[src/ncp_pkg.sv]
package ncp_pkg;

    localparam int IN_WIDTH_DEF  = 24;
    localparam int OUT_FRAC_DEF  = 30;
    localparam int DIR_W         = 32;

    typedef enum logic {
        t_FUNC_NORM  = 1'b0,
        t_FUNC_CROSS = 1'b1
    } t_func;

endpackage

[src/ncp_square.sv]
module ncp_square
    import ncp_pkg::*;
#(
    parameter int IN_WIDTH = IN_WIDTH_DEF
) (
    input  logic                    i_clk,
    input  logic                    i_en,
    input  logic [2*IN_WIDTH-1:0]   i_mag,
    input  logic                    i_neg,
    output logic [4*IN_WIDTH-1:0]   o_sq,
    output logic                    o_neg
);

    localparam int W  = IN_WIDTH;
    localparam int QW = 4 * IN_WIDTH;

    logic [2*W-1:0] r_hh;
    logic [2*W-1:0] r_hl;
    logic [2*W-1:0] r_ll;
    logic           r_neg1;
    logic [QW-1:0]  r_sq;
    logic           r_neg2;
    logic [QW-1:0]  n_sq;

    // split square into three narrow partial products
    always_ff @(posedge i_clk) begin
        if (i_en) begin
            r_hh   <= i_mag[2*W-1:W] * i_mag[2*W-1:W];
            r_hl   <= i_mag[2*W-1:W] * i_mag[W-1:0];
            r_ll   <= i_mag[W-1:0] * i_mag[W-1:0];
            r_neg1 <= i_neg;
        end
    end

    always_comb begin
        n_sq = (QW'(r_hh) << (2*W)) + (QW'(r_hl) << (W+1)) + QW'(r_ll);
    end

    always_ff @(posedge i_clk) begin
        if (i_en) begin
            r_sq   <= n_sq;
            r_neg2 <= r_neg1;
        end
    end

    assign o_sq  = r_sq;
    assign o_neg = r_neg2;

endmodule

[config.mk]
export PLATFORM = sky130hd
export DESIGN_NAME = ncp_square
export DESIGN_NICKNAME = d
export VERILOG_FILES = /design/src/ncp_pkg.sv /design/src/ncp_square.sv
export SDC_FILE = /design/constraint.sdc
export NUM_CORES = 2
export LEC_CHECK = 0
export ABC_CLOCK_PERIOD_IN_PS = 19500
export BUFFER_PORTS_ARGS = -buffer_cell sky130_fd_sc_hd__buf_2
export CORE_UTILIZATION = 50
export DETAILED_ROUTE_END_ITERATION = 12
export GPL_ROUTABILITY_DRIVEN = 0
export PLACE_DENSITY = 0.66
export REMOVE_ABC_BUFFERS = 1
export SYNTH_ARGS = -nofsm -noshare
export SYNTH_HDL_FRONTEND = slang
export SYNTH_SLANG_ARGS = --single-unit
[constraint.sdc]
create_clock -name i_clk -period 19.5 [get_ports i_clk]
set_input_delay 3.9 -clock i_clk [delete_from_list [all_inputs] [get_ports i_clk]]
set_output_delay 3.9 -clock i_clk [all_outputs]
set_load 0.03 [all_outputs]
== Yosys cells after proc, flatten, opt, wreduce, memory -nomap -nowiden ==
Cells that the tools add are included.
Storage, ports and cells
  bits in registers: 242
  bits of input ports: 51
  output and inout bits: 97
  word-level logic and storage cells: 11
Operators by class
  add/sub/neg operators: 2
  multipliers: 3
Operators by type and width (count)
  $mul A24 B24 Y48: 3
  $add A96 B48 Y96: 1
  $add A96 B73 Y96: 1

== Logic depth before layout (Yosys ltp) ==
  depth after elaboration: 2
  depth in mapped cells: 30
  mapped depth without buffers: 28

== Worst setup path after synthesis ==
Ideal clock, no wire load.
  kind: input to register
  start point: in i_mag[2]
  end point: reg r_ll[35], data pin
  setup time: 0.274 ns
  arrival: 10.582 ns
  required time: 19.226 ns
  setup slack: 8.645 ns
  stages on the path: 29
  buffers on the path: 2
  cells stage by stage: clkbuf_1 -> clkbuf_1 -> nand2_1 -> fa_1 -> inv_1 -> fa_1 -> inv_1 -> fa_1 -> inv_1 -> fa_1 -> inv_1 -> fa_1 -> inv_1 -> fa_1 -> inv_1 -> fa_1 -> inv_1 -> ha_1 -> a21o_1 -> a21o_1 -> a21oi_1 -> o21ai_0 -> a31o_2 -> a21o_1 -> a21oi_2 -> o21ai_1 -> a2111oi_2 -> o41ai_1 -> xor2_1
Between the ends
  longest elaborated chain between the ends: 1
Ends and longest elaborated chain
  from (decl): line ncp_square.sv:8  | input logic [2*IN_WIDTH-1:0] i_mag,
  $mul A24 B24 Y48: line ncp_square.sv:30  | r_ll <= i_mag[W-1:0] * i_mag[W-1:0];
  to (signal assigned): line ncp_square.sv:30
  to (decl): line ncp_square.sv:19  | logic [2*W-1:0] r_ll;
Every way passes these cells.
A chain may end at the register's enable or synchronous reset.

== Final worst setup path ==
  start point: in i_mag[38]
  end point: reg r_hh[45], data pin
Between the ends
  longest elaborated chain between the ends: 1
Ends and longest elaborated chain
  $mul A24 B24 Y48: line ncp_square.sv:28  | r_hh <= i_mag[2*W-1:W] * i_mag[2*W-1:W];
  to (signal assigned): line ncp_square.sv:28
  to (decl): line ncp_square.sv:17  | logic [2*W-1:0] r_hh;
Every way passes these cells.

==> impl_metrics.ini <==
[status]
status = complete, no violations

[finish]
regArea_sq_um = 7180
fillers = 11200
final_cell_mix = inv_1 (1745), fa_1 (1327), nand2_1 (684)
area_growth_pct = 5.12
nets = 8342
drive_above_1_share_pct = 4.75
multi_input_area_sq_um = 46500
fin_area_sq_um = 64400
mostFrequentLayoutCell = inv_1

[synth]
ys_ff_latch = 239
syn_avg_cell_area_sq_um = 9.53
synth-edff-count = 239
ys_async_sr_fraction_pct = 0
yosysSeqAreaShare_pct = 11.7
ys_types = 85
synth_area_sq_um = 61300
ys.flop_type = edfxtp_1
netlist_instances = 6430
synth_warnings = 0

[routing]
postRouteWirelength_um = 153000
routedWlPerCell_um = 19.1
antenna_left = 0
drt_iter0_drc = 2434
drc_errors = 0
vias = 42500
viasPerCell = 5.28
drtPass1Iterations = 5

[sta]
fin_skew_ns = 0.0303
grt_setup_unrepaired = false
final.min_clock_period_ns = 11.49
tightest_slew_ns = 1.01
hold_violations = 0
slew_viol_final = 0
setup-tns-final_ns = 0
slew_headroom_pct = 32.4
setup-violations-final = 0
fmax_ghz = 0.0870
min_period_over_period_pct = 58.9
worst_slack_ns = 8.01

[global_routing]
grt_overflow = 0
grt_pass1_wl_um = 250000
grt_max_degree = 78
grt_antenna_before_repair = 4
grt_pass1_vias = 46100
grt_util_all_layers_pct = 25.5

[critical_path]
cp_max_fo = 32
start_kind = input port
crit_required_ns = 19.87
startpoint = i_mag[38]
end_kind = flip-flop
critical_path_class = in2reg
r2r_start = r_hl[0]$_DFFE_PP_
cp_data_arrival_time_ns = 11.86

[cts]
clock_latency_ns = 0.63
cts.sinks = 239
cts_max_path_buffers = 3
cts_tree = yes
clk_root_buffer_cell = clkbuf_16
cts-hold-fix-buffers = 0
cts-resized-gates = 0
cts_setup_buffers = 0
clk_pin_slew_ns = 0.06
htree_levels = 1
cts_made_buffers = 29

[flow_run]
drv_cap = 0

[placement]
port_buffers = 146
dpl_cell_area_sq_um = 63500
dp_hpwl_um = 118000
pre_cts_ws_ns = 7.45

[floorplanning]
coreArea_sq_um = 122000
dieArea_sq_um = 124000
std_cell_rows = 128
die_w_um = 352
start_util_pct = 50.3
ioPinCount = 148
die_height_um = 352

[hold_path]
min_path_type = reg2reg
hold_start = r_ll[19]$_DFFE_PP_
-- cell usage after synthesis (7+ instances only) --
cell / number / area (sq um)
a211oi_1: 9 / 67.6
a21o_1: 117 / 878
a21oi_1: 186 / 931
a31o_2: 7 / 61.3
a31oi_1: 12 / 75.1
and2_1: 457 / 2860
and3_1: 20 / 125
and4_1: 7 / 61.3
clkbuf_1: 258 / 968
clkinv_1: 8 / 30.0
edfxtp_1: 239 / 7180
fa_1: 1327 / 26600
ha_1: 568 / 7110
inv_1: 1745 / 6550
nand2_1: 684 / 2570
nand2b_1: 24 / 150
nand3_1: 31 / 155
nand4_1: 34 / 213
nor2_1: 175 / 657
nor2b_1: 34 / 213
nor3_1: 20 / 100
nor3_2: 7 / 70.1
o211ai_1: 8 / 60.1
o21a_1: 13 / 97.6
o21ai_0: 70 / 350
o21ai_1: 12 / 60.1
o21bai_1: 22 / 165
o31ai_1: 7 / 52.6
or2_2: 9 / 56.3
xnor2_1: 132 / 1160
xor2_1: 81 / 709
-- final timing paths --
path	endpoint	cells after the start	slack (ns)
worst max-delay path	r_hh[45]$_DFFE_PP_	28	8.01
worst min-delay path	o_sq[19]$_DFFE_PP_	0	0.42
worst max register to register	o_sq[93]$_DFFE_PP_	14	15.29
worst min register to register	o_sq[19]$_DFFE_PP_	0	0.42
-- routing by layer --
metal  global-route usage [%]  share of wire [%]  vias up
met1                     33.7                 41    21900
met3                     3.32                6.2      266
met5                        0             0.0085        -
met2                     43.6                 50     1353
met4                     8.23                3.6        2
li1                         -                  -    19000
-- cells by family (layout without fill, tap and decap cells) --
family	count (synthesis)	in the layout	share of synthesized area, %
AO/OA/AOI/OAI	532	532	5.73
buffers and inverters	2021	2010	12.4
AND/OR/NAND/NOR	1525	1525	12.1
multiplexers	4	4	0.0694
other	1	4	0.00612
XOR/XNOR	213	213	3.04
flip-flops	239	239	11.7
adder cells (fa/ha/maj)	1895	1895	54.9
-- cell type report --
type / count / share of cell area, %
Clock inverter: 21 / 0.332
Clock buffer: 33 / 1.15
Timing Repair Buffer: 201 / 1.79
Tap cell: 1625 / 3.16
Multi-Input combinational cell: 4170 / 72.2
Antenna cell: 3 / 0.0117
Sequential cell: 239 / 11.1
Inverter: 1755 / 10.2
-- worst max-delay path: stages --
cell and delay [ns]:
buf_2 0.39, buf_4 0.52, and2_1 0.24, inv_1 0.07
fa_1 0.50, inv_1 0.05, fa_1 0.47, fa_1 0.55
inv_1 0.05, fa_1 0.50, inv_1 0.06, fa_1 0.48
fa_1 0.49, inv_1 0.05, fa_1 0.47, inv_1 0.04
ha_1 0.39, a21oi_1 0.16, o21ai_0 0.17, a21oi_1 0.28
o21ai_0 0.14, a21o_1 0.19, a21oi_2 0.38, o21ai_4 0.13
a211oi_2 0.32, o31a_1 0.26, nor3_1 0.07, or4b_1 0.52
-- registers in the layout, indices dropped and copies added (netlist names) --
signal  flops
r_hh       47
r_hl       48
r_neg1      1
o_sq       95
r_ll       47
o_neg       1
-- through the flow --
| stage | hold WS (ns) | cells | utilization, % |
|---|---|---|---|
| floorplan | 0.400 | 6164 | - |
| global placement | 0.402 | 7990 | 52.1 |
| detailed placement | 0.405 | 7990 | 52.1 |
| CTS | 0.418 | 8044 | 52.9 |
| global route | 0.424 | 8045 | 52.9 |
| finish | 0.419 | 8047 | 52.9 |
Power is left out: the tool's default activity adds up to more than one toggle a clock period on the data nets, which glitch-free logic cannot reach.
